File: src/rtl/grouped_bit_packing_encoder_unit_defines.svh
// assertion macros for the grouped bit packing encoder
`ifndef GROUPED_BIT_PACKING_ENCODER_UNIT_DEFINES_SVH
`define GROUPED_BIT_PACKING_ENCODER_UNIT_DEFINES_SVH
`ifndef SYNTH
`define GBPE_ASSERT_IMP(lbl, clk, rst_n, ante, cons, msg) \
	lbl: assert property (@(posedge clk) disable iff (!rst_n) (ante) |-> (cons)) \
		else $error(msg);
`define GBPE_ASSERT_NXT(lbl, clk, rst_n, ante, cons, msg) \
	lbl: assert property (@(posedge clk) disable iff (!rst_n) (ante) |=> (cons)) \
		else $error(msg);
`else
`define GBPE_ASSERT_IMP(lbl, clk, rst_n, ante, cons, msg)
`define GBPE_ASSERT_NXT(lbl, clk, rst_n, ante, cons, msg)
`endif
`endif

File: src/rtl/gbpe_pkg.sv
// shared types, constants and helpers of the grouped bit packing encoder
`timescale 1ns / 1ps
package gbpe_pkg;
	localparam int WIDTH_BITS = 6;
	localparam int HDR_FIELD_BITS = 6;
	localparam int GSIZE_BITS = 13;
	localparam int INDEX_BITS = 12;
	localparam logic [GSIZE_BITS-1:0] GSIZE_RESET = 13'd128;
	localparam logic [GSIZE_BITS-1:0] GSIZE_MAX = 13'd4096;
	localparam logic OP_WIDTH = 1'b0;
	localparam logic OP_DATA = 1'b1;
	localparam int REG_GROUP_SIZE = 0;

	typedef enum logic [2:0] {
		S_IDLE,
		S_HDR_DRAIN,
		S_HDR_READ,
		S_DATA,
		S_DAT_DRAIN,
		S_PAD,
		S_FIN
	} state_t;

	typedef struct packed {
		logic width_take;
		logic hdr_start;
		logic data_take;
		logic hdr_append;
		logic data_append;
		logic push_byte;
		logic push_pad;
		logic emit_final;
		logic block_clear;
		logic rd_hdr;
	} cmd_t;

	typedef struct packed {
		logic cnt_ge8;
		logic cnt_nz;
		logic push_ok;
		logic emit_ok;
		logic held_valid;
		logic hdr_more;
	} sts_t;

	function automatic logic [2:0] bit_len6(input logic [WIDTH_BITS-1:0] v);
		logic [2:0] n;
		n = 3'd0;
		for (int i = 0; i < WIDTH_BITS; i++) begin
			if (v[i]) begin
				n = 3'(i + 1);
			end
		end
		return n;
	endfunction
endpackage

File: src/rtl/gbpe_if.sv
// request channel interfaces of the grouped bit packing encoder
`timescale 1ns / 1ps
interface gbpe_in_if #(parameter int VALUE_BITS = 32);
	logic valid;
	logic ready;
	logic op;
	logic [5:0] group_width;
	logic signed [VALUE_BITS-1:0] value;
	logic last;
	modport source(output valid, op, group_width, value, last, input ready);
	modport sink(input valid, op, group_width, value, last, output ready);
endinterface

interface gbpe_out_if;
	logic valid;
	logic ready;
	logic [7:0] out_byte;
	logic final_byte;
	modport source(output valid, out_byte, final_byte, input ready);
	modport sink(input valid, out_byte, final_byte, output ready);
endinterface

File: src/rtl/gbpe_ram.sv
// generic single write port ram with registered read
`timescale 1ns / 1ps
module gbpe_ram #(
	parameter int WIDTH = 6,
	parameter int DEPTH = 64
) (
	input  logic clk,
	input  logic we,
	input  logic [(DEPTH > 1 ? $clog2(DEPTH) : 1)-1:0] waddr,
	input  logic [WIDTH-1:0] wdata,
	input  logic [(DEPTH > 1 ? $clog2(DEPTH) : 1)-1:0] raddr,
	output logic [WIDTH-1:0] rdata
);
	logic [WIDTH-1:0] mem_q [DEPTH];
	logic [WIDTH-1:0] rdata_q;

	always_ff @(posedge clk) begin
		if (we) begin
			mem_q[waddr] <= wdata;
		end
		rdata_q <= mem_q[raddr];
	end

	assign rdata = rdata_q;
endmodule

File: src/rtl/gbpe_ctrl.sv
// controller state machine of the grouped bit packing encoder
`timescale 1ns / 1ps
module gbpe_ctrl (
	input  logic clk,
	input  logic arst_n,
	input  logic in_valid,
	input  logic in_op,
	input  logic in_last,
	output logic in_ready,
	input  gbpe_pkg::sts_t sts,
	output gbpe_pkg::cmd_t cmd
);
	gbpe_pkg::state_t state_q, state_d;
	logic last_q;
	logic take;

	assign take = in_valid && (state_q == gbpe_pkg::S_IDLE);

	always_ff @(posedge clk or negedge arst_n) begin
		if (!arst_n) begin
			state_q <= gbpe_pkg::S_IDLE;
			last_q <= 1'b0;
		end else begin
			state_q <= state_d;
			if (cmd.data_take) begin
				last_q <= in_last;
			end
		end
	end

	// next state
	always_comb begin
		state_d = state_q;
		unique case (state_q)
			gbpe_pkg::S_IDLE: begin
				if (take && in_op == gbpe_pkg::OP_DATA) begin
					state_d = gbpe_pkg::S_DATA;
				end else if (take && in_last) begin
					state_d = gbpe_pkg::S_HDR_DRAIN;
				end
			end
			gbpe_pkg::S_HDR_DRAIN: begin
				if (!sts.cnt_ge8) begin
					state_d = sts.hdr_more ? gbpe_pkg::S_HDR_READ : gbpe_pkg::S_IDLE;
				end
			end
			gbpe_pkg::S_HDR_READ: state_d = gbpe_pkg::S_HDR_DRAIN;
			gbpe_pkg::S_DATA: state_d = gbpe_pkg::S_DAT_DRAIN;
			gbpe_pkg::S_DAT_DRAIN: begin
				if (!sts.cnt_ge8) begin
					state_d = last_q ? gbpe_pkg::S_PAD : gbpe_pkg::S_IDLE;
				end
			end
			gbpe_pkg::S_PAD: begin
				if (!sts.cnt_nz || sts.push_ok) begin
					state_d = gbpe_pkg::S_FIN;
				end
			end
			gbpe_pkg::S_FIN: begin
				if (!sts.held_valid || sts.emit_ok) begin
					state_d = gbpe_pkg::S_IDLE;
				end
			end
			default: state_d = gbpe_pkg::S_IDLE;
		endcase
	end

	// commands
	always_comb begin
		cmd = '0;
		in_ready = 1'b0;
		unique case (state_q)
			gbpe_pkg::S_IDLE: begin
				in_ready = 1'b1;
				cmd.width_take = take && in_op == gbpe_pkg::OP_WIDTH;
				cmd.hdr_start = take && in_op == gbpe_pkg::OP_WIDTH && in_last;
				cmd.data_take = take && in_op == gbpe_pkg::OP_DATA;
			end
			gbpe_pkg::S_HDR_DRAIN: begin
				cmd.rd_hdr = 1'b1;
				cmd.push_byte = sts.cnt_ge8 && sts.push_ok;
			end
			gbpe_pkg::S_HDR_READ: cmd.hdr_append = 1'b1;
			gbpe_pkg::S_DATA: cmd.data_append = 1'b1;
			gbpe_pkg::S_DAT_DRAIN: cmd.push_byte = sts.cnt_ge8 && sts.push_ok;
			gbpe_pkg::S_PAD: cmd.push_pad = sts.cnt_nz && sts.push_ok;
			gbpe_pkg::S_FIN: begin
				cmd.emit_final = sts.held_valid && sts.emit_ok;
				cmd.block_clear = !sts.held_valid || sts.emit_ok;
			end
			default: cmd = '0;
		endcase
	end
endmodule

File: src/rtl/gbpe_dpath.sv
// datapath: width store, bit accumulator, held byte and output register
`timescale 1ns / 1ps
module gbpe_dpath #(
	parameter int MAX_GROUPS = 64,
	parameter int VALUE_BITS = 32
) (
	input  logic clk,
	input  logic arst_n,
	input  gbpe_pkg::cmd_t cmd,
	output gbpe_pkg::sts_t sts,
	input  logic [gbpe_pkg::GSIZE_BITS-1:0] group_size,
	input  logic [gbpe_pkg::WIDTH_BITS-1:0] group_width,
	input  logic [VALUE_BITS-1:0] value,
	input  logic out_ready,
	output logic out_valid,
	output logic [7:0] out_byte,
	output logic final_byte
);
	localparam int AW = (MAX_GROUPS > 1) ? $clog2(MAX_GROUPS) : 1;
	localparam int GC_W = $clog2(MAX_GROUPS + 1);
	localparam int ACC_W = VALUE_BITS + 7;
	localparam int CNT_W = $clog2(ACC_W + 1);
	localparam int WB = gbpe_pkg::WIDTH_BITS;
	localparam int GB = gbpe_pkg::GSIZE_BITS;
	localparam int IB = gbpe_pkg::INDEX_BITS;

	logic [ACC_W-1:0] acc_q;
	logic [CNT_W-1:0] cnt_q;
	logic [7:0] held_q;
	logic held_vld_q;
	logic out_vld_q;
	logic [7:0] out_byte_q;
	logic out_fin_q;
	logic [GC_W-1:0] loaded_q;
	logic [WB-1:0] largest_q;
	logic [2:0] hw_q;
	logic [GC_W-1:0] gidx_q;
	logic [IB-1:0] iig_q;
	logic [GC_W-1:0] hdr_i_q;
	logic [VALUE_BITS-1:0] val_q;

	logic [WB-1:0] gw_sat;
	logic store_en;
	logic [WB-1:0] largest_nxt;
	logic [2:0] hw_new;
	logic [WB-1:0] rdata;
	logic [AW-1:0] raddr;
	logic hit;
	logic app_en;
	logic [VALUE_BITS-1:0] app_v;
	logic [WB-1:0] app_n;
	logic [VALUE_BITS-1:0] app_mask;
	logic [ACC_W-1:0] acc_app;
	logic [ACC_W-1:0] acc_shr;
	logic [7:0] top_byte;
	logic [7:0] pad_byte;
	logic [2:0] pad_sh;
	logic push;
	logic [7:0] push_val;
	logic out_load;
	logic [GB-1:0] eff_size;
	logic [GB-1:0] iig_nxt;

	assign gw_sat = (group_width > WB'(VALUE_BITS)) ? WB'(VALUE_BITS) : group_width;
	assign store_en = cmd.width_take && (loaded_q < GC_W'(MAX_GROUPS));
	assign largest_nxt = (store_en && gw_sat > largest_q) ? gw_sat : largest_q;
	assign hw_new = (largest_nxt == '0) ? 3'd1 : gbpe_pkg::bit_len6(largest_nxt);

	assign raddr = cmd.rd_hdr ? hdr_i_q[AW-1:0] : gidx_q[AW-1:0];

	gbpe_ram #(.WIDTH(WB), .DEPTH(MAX_GROUPS)) u_wstore (
		.clk(clk),
		.we(store_en),
		.waddr(loaded_q[AW-1:0]),
		.wdata(gw_sat),
		.raddr(raddr),
		.rdata(rdata)
	);

	assign hit = gidx_q < loaded_q;

	// field select for the bit accumulator
	always_comb begin
		app_en = 1'b0;
		app_v = '0;
		app_n = '0;
		if (cmd.hdr_start) begin
			app_en = 1'b1;
			app_v = VALUE_BITS'(hw_new);
			app_n = WB'(gbpe_pkg::HDR_FIELD_BITS);
		end else if (cmd.hdr_append) begin
			app_en = 1'b1;
			app_v = VALUE_BITS'(rdata);
			app_n = WB'(hw_q);
		end else if (cmd.data_append && hit) begin
			app_en = 1'b1;
			app_v = val_q;
			app_n = rdata;
		end
	end

	assign app_mask = (app_n >= WB'(VALUE_BITS)) ? {VALUE_BITS{1'b1}}
		: ((VALUE_BITS'(1) << app_n) - VALUE_BITS'(1));
	assign acc_app = (acc_q << app_n) | ACC_W'(app_v & app_mask);

	assign acc_shr = acc_q >> (cnt_q - CNT_W'(8));
	assign top_byte = acc_shr[7:0];
	assign pad_sh = 3'(4'd8 - {1'b0, cnt_q[2:0]});
	assign pad_byte = acc_q[7:0] << pad_sh;

	assign push = cmd.push_byte || cmd.push_pad;
	assign push_val = cmd.push_pad ? pad_byte : top_byte;
	assign out_load = (push && held_vld_q) || cmd.emit_final;

	assign eff_size = (group_size == '0) ? GB'(1)
		: ((group_size > gbpe_pkg::GSIZE_MAX) ? gbpe_pkg::GSIZE_MAX : group_size);
	assign iig_nxt = {1'b0, iig_q} + GB'(1);

	always_ff @(posedge clk or negedge arst_n) begin
		if (!arst_n) begin
			cnt_q <= '0;
			held_vld_q <= 1'b0;
			out_vld_q <= 1'b0;
			loaded_q <= '0;
			largest_q <= '0;
			hw_q <= 3'd1;
			gidx_q <= '0;
			iig_q <= '0;
			hdr_i_q <= '0;
		end else begin
			priority if (app_en) begin
				cnt_q <= cnt_q + CNT_W'(app_n);
			end else if (cmd.push_byte) begin
				cnt_q <= cnt_q - CNT_W'(8);
			end else if (cmd.push_pad || cmd.block_clear) begin
				cnt_q <= '0;
			end else begin
				cnt_q <= cnt_q;
			end

			if (push) begin
				held_vld_q <= 1'b1;
			end else if (cmd.emit_final) begin
				held_vld_q <= 1'b0;
			end

			if (out_load) begin
				out_vld_q <= 1'b1;
			end else if (out_ready) begin
				out_vld_q <= 1'b0;
			end

			if (store_en) begin
				loaded_q <= loaded_q + GC_W'(1);
				largest_q <= largest_nxt;
			end

			priority if (cmd.block_clear) begin
				loaded_q <= '0;
				largest_q <= '0;
				gidx_q <= '0;
				iig_q <= '0;
			end else if (cmd.hdr_start) begin
				hw_q <= hw_new;
				hdr_i_q <= '0;
				gidx_q <= '0;
				iig_q <= '0;
			end else if (cmd.hdr_append) begin
				hdr_i_q <= hdr_i_q + GC_W'(1);
			end else if (cmd.data_append && hit) begin
				if (iig_nxt >= eff_size) begin
					iig_q <= '0;
					gidx_q <= gidx_q + GC_W'(1);
				end else begin
					iig_q <= iig_nxt[IB-1:0];
				end
			end else begin
				hdr_i_q <= hdr_i_q;
			end
		end
	end

	always_ff @(posedge clk) begin
		if (app_en) begin
			acc_q <= acc_app;
		end
		if (push) begin
			held_q <= push_val;
		end
		if (out_load) begin
			out_byte_q <= held_q;
			out_fin_q <= cmd.emit_final;
		end
		if (cmd.data_take) begin
			val_q <= value;
		end
	end

	assign sts.cnt_ge8 = cnt_q >= CNT_W'(8);
	assign sts.cnt_nz = cnt_q != '0;
	assign sts.emit_ok = !out_vld_q || out_ready;
	assign sts.push_ok = !held_vld_q || sts.emit_ok;
	assign sts.held_valid = held_vld_q;
	assign sts.hdr_more = hdr_i_q < loaded_q;

	assign out_valid = out_vld_q;
	assign out_byte = out_byte_q;
	assign final_byte = out_fin_q;
endmodule

File: src/rtl/grouped_bit_packing_encoder_unit.sv
// top level of the grouped bit packing encoder
//
// channel  | dir | payload                          | handshake
// din      | in  | op, group_width, value, last     | valid / ready
// dout     | out | out_byte, final_byte             | valid / ready
// apb      | in  | group_size at word 0             | psel / penable, pready high
//
// a width request is taken in idle; the request that closes the width list adds the header
// field, then a width store read and an append per stored width, each followed by a drain of full bytes
// a data request steps through take and width store read, append, and drain check,
// pushing each byte formed; closing the block adds pad and final byte steps
// reset clears control state; the width store is not cleared and needs no pass
// a stalled output holds its register; one byte waits inside until the next is formed or the block closes
`timescale 1ns / 1ps
`include "grouped_bit_packing_encoder_unit_defines.svh"
module grouped_bit_packing_encoder_unit #(
	parameter int MAX_GROUPS = 64,
	parameter int VALUE_BITS = 32
) (
	input  logic clk,
	input  logic arst_n,
	gbpe_in_if.sink din,
	gbpe_out_if.source dout,
	input  logic psel,
	input  logic penable,
	input  logic pwrite,
	input  logic [2:0] paddr,
	input  logic [31:0] pwdata,
	output logic [31:0] prdata,
	output logic pready
);
	logic [gbpe_pkg::GSIZE_BITS-1:0] gsize_q;
	logic reg_hit;
	gbpe_pkg::cmd_t cmd;
	gbpe_pkg::sts_t sts;

	assign pready = 1'b1;
	assign reg_hit = paddr[2] == 1'(gbpe_pkg::REG_GROUP_SIZE);

	always_ff @(posedge clk or negedge arst_n) begin
		if (!arst_n) begin
			gsize_q <= gbpe_pkg::GSIZE_RESET;
		end else if (psel && penable && pwrite && pready && reg_hit) begin
			gsize_q <= pwdata[gbpe_pkg::GSIZE_BITS-1:0];
		end
	end

	assign prdata = reg_hit ? 32'(gsize_q) : '0;

	gbpe_ctrl u_ctrl (
		.clk(clk),
		.arst_n(arst_n),
		.in_valid(din.valid),
		.in_op(din.op),
		.in_last(din.last),
		.in_ready(din.ready),
		.sts(sts),
		.cmd(cmd)
	);

	gbpe_dpath #(.MAX_GROUPS(MAX_GROUPS), .VALUE_BITS(VALUE_BITS)) u_dpath (
		.clk(clk),
		.arst_n(arst_n),
		.cmd(cmd),
		.sts(sts),
		.group_size(gsize_q),
		.group_width(din.group_width),
		.value(din.value),
		.out_ready(dout.ready),
		.out_valid(dout.valid),
		.out_byte(dout.out_byte),
		.final_byte(dout.final_byte)
	);

	`GBPE_ASSERT_IMP(a_push_has_room, clk, arst_n, cmd.push_byte || cmd.push_pad, sts.push_ok, "byte pushed without room")
	`GBPE_ASSERT_NXT(a_final_empties, clk, arst_n, cmd.emit_final, !sts.held_valid, "held byte left after final")
	`GBPE_ASSERT_IMP(a_idle_drained, clk, arst_n, din.ready, !sts.cnt_ge8, "request taken with a full byte pending")
endmodule

File: src/flat_wrapper.sv
// flat-port wrapper written by rule: the top's interface ports become plain ports
module grouped_bit_packing_encoder_unit_flat 
#(
	parameter int MAX_GROUPS = 64,
	parameter int VALUE_BITS = 32
)
  (clk, arst_n, psel, penable, pwrite, paddr, pwdata, prdata, pready, din_valid, din_op, din_group_width, din_value, din_last, din_ready, dout_valid, dout_out_byte, dout_final_byte, dout_ready);
  gbpe_in_if #(.VALUE_BITS(VALUE_BITS)) din_i ();
  gbpe_out_if dout_i ();
  input  logic clk;
  input  logic arst_n;
  input  logic psel;
  input  logic penable;
  input  logic pwrite;
  input  logic [2:0] paddr;
  input  logic [31:0] pwdata;
  output logic [31:0] prdata;
  output logic pready;
  input wire logic [$bits(din_i.valid)-1:0] din_valid;
  input wire logic [$bits(din_i.op)-1:0] din_op;
  input wire logic [$bits(din_i.group_width)-1:0] din_group_width;
  input wire logic [$bits(din_i.value)-1:0] din_value;
  input wire logic [$bits(din_i.last)-1:0] din_last;
  output wire logic [$bits(din_i.ready)-1:0] din_ready;
  output wire logic [$bits(dout_i.valid)-1:0] dout_valid;
  output wire logic [$bits(dout_i.out_byte)-1:0] dout_out_byte;
  output wire logic [$bits(dout_i.final_byte)-1:0] dout_final_byte;
  input wire logic [$bits(dout_i.ready)-1:0] dout_ready;
  assign din_i.valid = din_valid;
  assign din_i.op = din_op;
  assign din_i.group_width = din_group_width;
  assign din_i.value = din_value;
  assign din_i.last = din_last;
  assign din_ready = din_i.ready;
  assign dout_valid = dout_i.valid;
  assign dout_out_byte = dout_i.out_byte;
  assign dout_final_byte = dout_i.final_byte;
  assign dout_i.ready = dout_ready;
  grouped_bit_packing_encoder_unit #(.MAX_GROUPS(MAX_GROUPS), .VALUE_BITS(VALUE_BITS)) u_core (.clk(clk), .arst_n(arst_n), .din(din_i), .dout(dout_i), .psel(psel), .penable(penable), .pwrite(pwrite), .paddr(paddr), .pwdata(pwdata), .prdata(prdata), .pready(pready));
endmodule
File: config.mk
export PLATFORM = sky130hd
export DESIGN_NAME = grouped_bit_packing_encoder_unit_flat
export DESIGN_NICKNAME = d
export VERILOG_FILES = /design/src/rtl/gbpe_pkg.sv /design/src/rtl/gbpe_if.sv /design/src/rtl/gbpe_ram.sv /design/src/rtl/gbpe_ctrl.sv /design/src/rtl/gbpe_dpath.sv /design/src/rtl/grouped_bit_packing_encoder_unit.sv /design/src/flat_wrapper.sv
export VERILOG_INCLUDE_DIRS = /design/src /design/src/rtl
export SDC_FILE = /design/constraint.sdc
export NUM_CORES = 1
export LEC_CHECK = 0
export BUFFER_PORTS_ARGS = -buffer_cell sky130_fd_sc_hd__buf_4
export CAP_MARGIN = 25
export CORE_UTILIZATION = 30
export DETAILED_ROUTE_END_ITERATION = 10
export PLACE_DENSITY = 0.48
export SLEW_MARGIN = 20
export SYNTH_ARGS = -nofsm -noshare
export SYNTH_HDL_FRONTEND = slang
export SYNTH_SLANG_ARGS = --single-unit
export TNS_END_PERCENT = 1
File: constraint.sdc
create_clock -name clk -period 3.6 [get_ports clk]
set_input_delay 0.9 -clock clk [delete_from_list [all_inputs] [get_ports clk]]
set_output_delay 0.9 -clock clk [all_outputs]
set_load 0.02 [all_outputs]
==> results.yml, run 1 <==
setup_path:
  worst-r2r-setup-slack_ns: 0.13
  cp_max_fo: 10
  cp-start-kind: "register"
  r2r_cells: 15
  critPathKind: "register to register"
  reg2reg_from: "u_core.u_dpath.loaded_q[1]$_DFFE_PN0P_"
  cp.arrival_ns: 3.84
  r2r_end: "u_core.u_dpath.acc_q[36]$_DFFE_PP_"
  end_kind: "register"
  cp.required_ns: 3.97
synth:
  synth-adder-area-share_pct: 2.02
  ys_ff_latch: 545
  synth_mux_area_share_pct: 16.8
  synthFlopType: "edfxtp_1"
  synth_area_um2: 27600
  synth_compound_area_share_pct: 10.1
  synth_top_family_by_area: "multiplexers"
  yosysTopAreaCellShare_pct: 51.4
  yosysUniqueCellTypes: 93
  synth_top_area_cell: "edfxtp_1"
  ys.warnings.count: 0
  synth-xor-area-share_pct: 0.889
  syn-instance-count: 2024
  synth_area_per_cell_um2: 13.6
  synth_area_leaders: "edfxtp_1, mux4_2, dfrtp_1, mux2i_1, nor2_1"
  synth_simple_gate_area_share_pct: 9.00
  async_flop_share_pct: 12.3
  seq_area_frac_synth_pct: 57.9
  synth-edff-count: 472
drt:
  vias_per_cell: 5.28
  wirelength_um: 80700
  drc_errors: 0
  drtIter0Drc: 1487
  wl_per_cell_um: 22.9
  drt_first_pass_iters: 6
  ant_nets: 0
  route.vias.total: 18600
finish:
  final_common_cell: "edfxtp_1"
  fin_nets: 2416
  area_growth_pct: 20.8
  antennaDiodeCount: 0
  layout_common_cells: "edfxtp_1, buf_4, nor2_1"
  final_util_pct: 36.8
  drive_gt1_share_pct: 28.0
  nFillCells: 8707
grt:
  track_usage_pct: 17.2
  gr-total-overflow: 0
  use_met3_pct: 2.40
  top_usage_layer: "met2"
  grt_pass1_vias: 19100
  use_met1_pct: 22.8
  antenna_found_initial: 0
  grt_util_met2_pct: 28.3
  grt_max_degree: 68
  grt_pass1_wl_um: 122000
hold_path:
  hp-class: "register to register"
  hold-path-endpoint: "u_core.u_dpath.out_byte[1]$_DFFE_PP_"
  hold_depth: 0
  hp-start: "u_core.u_dpath.held_q[1]$_DFFE_PP_"
timing:
  rsz0062_at_grt: "yes"
  fin_worst_hold_slack_ns: 0.408
  finalWorstSetupSlack_ns: 0.127
  min_period_over_period_pct: 96.5
  setup_viol: 0
  maxSlewViolCount: 0
  slew_headroom_pct: 37.4
  hold_violations: 0
  period_minus_slack_ns: 3.47
  worst_pin_slew_ns: 0.940
  fin_skew_ns: 0.0342
  max_freq_mhz: 288
clocking:
  worstSkewPairLatency_ns: 0.63
  cts_buffers: 67
  postCtsSetupRepairBufs: 0
  cts_tree: "yes"
  cts_buffer_depth: 3
  clock_sinks: 545
  clkSlewWorstSetupHoldPaths_ns: 0.06
  postCtsHoldBufs: 0
  root_buffer: "clkbuf_16"
  htree_num_levels: 3
floorplan:
  fp.dieArea_um2: 93100
  pin_count: 126
  fp.dieH_um: 305
  design.core.area_um2: 90600
  num_rows: 110
  start_util_pct: 30.4
  die_w_um: 305
place:
  io_buffers: 84
  post-place-ws_ns: -0.0573
  place_congestion: 0.921
  dpl.hpwl_um: 56300
power:
  leakage_uw: 0.0114
  p_per_area_nw_per_um2: 415
  peakVddDrop_v: 0.000274
outcome:
  status: "completed"
job:
  drv_cap: 0
## final cells by class
class,count,area [um2],area share [%]
repair buffers,325,2670,8.00
inverters,39,151,0.455
flip-flops and latches,545,16000,48.0
clock inverters,39,323,0.969
well taps,1176,1470,4.42
clock buffers,83,1800,5.40
multi-input cells,1312,10900,32.8
## how the worst max path moves through the flow
stage / start / to / cells after the start / slack [ns]
after floorplan: din_group_width[3] / u_core.u_dpath.acc_q[0]$_DFFE_PP_ / 11 / -0.09
after global placement: din_op / u_core.u_dpath.acc_q[21]$_DFFE_PP_ / 13 / -0.08
after detailed placement: din_valid / u_core.u_dpath.acc_q[20]$_DFFE_PP_ / 12 / -0.06
after CTS: u_core.u_dpath.gidx_q[4]$_DFFE_PN0P_ / u_core.u_dpath.acc_q[36]$_DFFE_PP_ / 14 / 0.02
after global routing: u_core.u_dpath.gidx_q[4]$_DFFE_PN0P_ / u_core.u_dpath.acc_q[36]$_DFFE_PP_ / 14 / -0.09
final: u_core.u_dpath.loaded_q[1]$_DFFE_PN0P_ / u_core.u_dpath.acc_q[36]$_DFFE_PP_ / 15 / 0.13
## state kept, by name, summed over array words and instances (netlist names)
| signal | cells |
|---|---|
| u_core.u_dpath.hdr_i_q | 7 |
| u_core.u_dpath.held_q | 8 |
| u_core.u_dpath.held_vld_q | 1 |
| u_core.u_dpath.loaded_q | 7 |
| u_core.u_ctrl.state_q | 3 |
| u_core.gsize_q | 13 |
| u_core.u_dpath.gidx_q | 7 |
| u_core.u_dpath.iig_q | 12 |
| u_core.u_dpath.out_valid | 1 |
| u_core.u_dpath.largest_q | 6 |
| u_core.u_dpath.final_byte | 1 |
| u_core.u_dpath.u_wstore.rdata | 6 |
| u_core.u_dpath.acc_q | 39 |
| u_core.u_dpath.u_wstore.mem_q | 384 |
| u_core.u_dpath.cnt_q | 6 |
| u_core.u_dpath.out_byte | 8 |
| u_core.u_dpath.hw_q | 3 |
| u_core.u_dpath.val_q | 32 |
| u_core.u_ctrl.last_q | 1 |
## layer usage
metal / vias to the layer above / share of wire, % / wire length, um
met5: - / 0 / 0
met4: 0 / 3.6 / 2940
met3: 174 / 4.6 / 3670
met2: 533 / 48 / 38600
met1: 9426 / 44 / 35400
li1: 8448 / - / -
## Yosys cell counts, types with 20 or more instances
library cell	n
a211oi_1	42
a21oi_1	91
a31oi_1	20
and2_1	32
buf_2	24
buf_4	29
clkbuf_1	71
dfrtp_1	65
edfxtp_1	472
ha_1	43
inv_1	32
mux2_2	51
mux2i_1	109
mux4_2	130
nand2_1	139
nand3_1	53
nor2_1	160
nor2b_1	29
nor3_1	24
o211ai_1	22
o21ai_0	85
o221ai_1	20
## critical path: stages, from the launching register on
cell,delay [ns]
dfrtp_1,0.46
inv_1,0.10
ha_1,0.29
nand2_1,0.07
o21a_2,0.23
buf_4,0.15
o21ai_2,0.23
nand2_4,0.10
inv_4,0.17
buf_4,0.23
buf_4,0.17
mux2i_1,0.23
mux2_2,0.21
mux2i_1,0.07
buf_4,0.17
o211ai_1,0.34
## repair_timing
| item | 4_1_cts | 5_1_grt |
|---|---|---|
| endpoints found under the setup margin | 1 | 34 |
| hold endpoints to repair | 0 | 0 |
| gates resized for setup | 1 | 19 |
| pin swaps | 0 | 1 |
## power by group
| group | switching (uW) | total (uW) | internal (uW) |
|---|---|---|---|
| Clock | 2770 | 6500 | 3740 |
| Combinational | 238 | 397 | 158 |
| Sequential | 37.1 | 6930 | 6890 |
| Total | 3040 | 13800 | 10800 |
## through the flow
step	TNS, ns	total power (uW)	cells	cell area, um2
CTS	0	14100	3519	33200
finish	0	13800	3519	33300
global placement	-0.307	7450	3397	31100
global route	-0.201	14300	3519	33300
floorplan	-0.270	7260	2042	27700
detailed placement	-0.234	7460	3397	31100
## cells by family (layout without fill, tap and decap cells)
family                   Yosys count  after routing
AO/OA/AOI/OAI                    414            414
XOR/XNOR                          28             28
adder cells (fa/ha/maj)           44             44
buffers and inverters            185            486
flip-flops                       545            545
multiplexers                     292            292
other                              2             20
AND/OR/NAND/NOR                  514            514
Note: power is estimated with default switching activity, not from simulation.
==> run 2: changes to the inputs <==
--- a/config.mk
+++ b/config.mk
@@ -11,6 +11,7 @@
 export CORE_UTILIZATION = 30
 export DETAILED_ROUTE_END_ITERATION = 10
 export PLACE_DENSITY = 0.48
+export RECOVER_POWER = 100
 export SLEW_MARGIN = 20
 export SYNTH_ARGS = -nofsm -noshare
 export SYNTH_HDL_FRONTEND = slang
==> results.yml, run 2 (same netlist as run 1, synthesis figures left out) <==
place:
  dpl-instance-area_um2: 31100
  dpl.cell_count: 3397
  dpl.hpwl_um: 56300
  place_congestion: 0.921
  io_buffers: 84
setup_path:
  cp-start-kind: "register"
  critPathKind: "register to register"
  cp.arrival_ns: 3.85
  worst-r2r-setup-slack_ns: 0.12
  cp_max_fo: 10
  r2r_cells: 15
  r2r_end: "u_core.u_dpath.acc_q[36]$_DFFE_PP_"
  end_kind: "register"
  reg2reg_from: "u_core.u_dpath.loaded_q[1]$_DFFE_PN0P_"
  cp.required_ns: 3.97
outcome:
  violations: "capacitance limit, slew limit"
  status: "complete, but fails checks"
clocking:
  cts_buffers: 67
  clkSlewWorstSetupHoldPaths_ns: 0.06
  postCtsHoldBufs: 0
  root_buffer: "clkbuf_16"
  clock_sinks: 545
  worstSkewPairLatency_ns: 0.63
  htree_num_levels: 3
  postCtsSetupRepairBufs: 0
  cts_buffer_depth: 3
  cts_tree: "yes"
timing:
  fin_skew_ns: 0.0332
  rsz0062_at_grt: "yes"
  slew_headroom_pct: -22.7
  setup_viol: 0
  period_minus_slack_ns: 3.48
  maxSlewViolCount: 68
  fin_worst_hold_slack_ns: 0.408
  hold_violations: 0
  min_period_over_period_pct: 96.6
  max_freq_mhz: 288
  worst_pin_slew_ns: 1.84
finish:
  largestRegisters: "u_core.u_dpath.u_wstore.mem_q (384), u_core.u_dpath.acc_q (39), u_core.u_dpath.val_q (32)"
  largest_register_ff_count: 384
  area_growth_pct: 20.6
  fin_nets: 2416
  stdcell_count: 3519
  top_register: "u_core.u_dpath.u_wstore.mem_q"
  antennaDiodeCount: 0
  finalInstanceArea_um2: 33300
  final_common_cell: "edfxtp_1"
  layout_common_cells: "edfxtp_1, buf_4, nor2_1"
  final_util_pct: 36.7
  drive_gt1_share_pct: 27.6
power:
  leakage_uw: 0.0114
  power.internal_uw: 10800
  p_comb_share_pct: 2.8
  finalPower_uw: 13800
  p_sw_share_pct: 22.0
  p_seq_share_pct: 50.1
  clkPwrFrac_pct: 47.1
  power_switching_uw: 3040
  peakVddDrop_v: 0.000274
  p_per_area_nw_per_um2: 416
drt:
  wirelength_um: 80700
  wl_per_cell_um: 22.9
  drt_first_pass_iters: 6
  vias_per_cell: 5.29
  route.vias.total: 18600
  drc_errors: 0
  drtIter0Drc: 1495
  ant_nets: 0
grt:
  grt_max_degree: 68
  grt_pass1_wl_um: 122000
  gr-total-overflow: 0
  antenna_found_initial: 0
  grt_pass1_vias: 19100
  track_usage_pct: 17.2
floorplan:
  pin_count: 126
  design.core.area_um2: 90600
  die_w_um: 305
  fp.dieH_um: 305
  fp.dieArea_um2: 93100
  num_rows: 110
  start_util_pct: 30.4
hold_path:
  hold_depth: 0
  hp-start: "u_core.u_dpath.held_q[1]$_DFFE_PP_"
  hp-class: "register to register"
  hold-path-endpoint: "u_core.u_dpath.out_byte[1]$_DFFE_PP_"
job:
  drv_cap: 1
## run 2: changes by cell type in the layout (fill, tap and decap cells not counted)
cell	previous run	this run
dfrtp_1	61	62
buf_1	0	1
clkbuf_2	0	1
clkbuf_4	0	23
buf_4	307	273
clkbuf_1	11	20
dfrtp_2	4	3
## run 2: power groups by stage
| stage | logic (uW) | registers (uW) | clock network (uW) |
|---|---|---|---|
| CTS | 407 | 6930 | 6730 |
| global route | 433 | 6930 | 6930 |
| floorplan | 225 | 7040 | 0 |
| global placement | 393 | 7060 | 0 |
| finish | 391 | 6930 | 6500 |
| detailed placement | 405 | 7060 | 0 |
## run 2: worst max path at each step
stage | start | to | cells past startpoint
after detailed placement | din_valid | u_core.u_dpath.acc_q[20]$_DFFE_PP_ | 12
final | u_core.u_dpath.loaded_q[1]$_DFFE_PN0P_ | u_core.u_dpath.acc_q[36]$_DFFE_PP_ | 15
after floorplan | din_group_width[3] | u_core.u_dpath.acc_q[0]$_DFFE_PP_ | 11
after global placement | din_op | u_core.u_dpath.acc_q[21]$_DFFE_PP_ | 13
after global routing | u_core.u_dpath.gidx_q[4]$_DFFE_PN0P_ | u_core.u_dpath.acc_q[36]$_DFFE_PP_ | 14
after CTS | u_core.u_dpath.gidx_q[4]$_DFFE_PN0P_ | u_core.u_dpath.acc_q[36]$_DFFE_PP_ | 14
## run 2: metal layers
metal / vias to the layer above / routed length (um) / share of wire [%] / track usage, %
met2: 597 / 38600 / 48 / 28.3
met3: 179 / 3940 / 4.9 / 2.40
met1: 9401 / 35200 / 44 / 22.8
met4: 0 / 2960 / 3.7 / 7.25
li1: 8446 / - / - / -
met5: - / 0 / 0 / 0
## run 2: per-stage QoR
stage	setup TNS, ns	worst slack [ns]
2_1_floorplan	-0.270	-0.0897
6_report	0	0.123
3_5_place_dp	-0.234	-0.0573
5_1_grt	-0.211	-0.0901
4_1_cts	0	0.0160
3_3_place_gp	-0.307	-0.0794
## run 2: cell type report
type                       instances  area, um2
tap                             1176       1470
sequential                       545      16000
multi-input combinational       1312      10900
clock buffer                      83       1800
inverter                          39        151
fill                            8717      57300
timing repair buffer             325       2630
clock inverter                    39        323
## run 2: worst max-delay path, cell delays in order, from the launching register on
cell      delay [ns]
dfrtp_1         0.46
inv_1           0.10
ha_1            0.29
nand2_1         0.07
o21a_2          0.23
buf_4           0.15
o21ai_2         0.23
nand2_4         0.10
inv_4           0.17
buf_4           0.23
buf_4           0.17
mux2i_1         0.23
mux2_2          0.21
mux2i_1         0.07
buf_4           0.16
o211ai_1        0.34
## run 2: timing repair
item	in CTS	in global routing
endpoints found under the setup margin	1	34
resized for setup	1	19
pin swaps	0	1
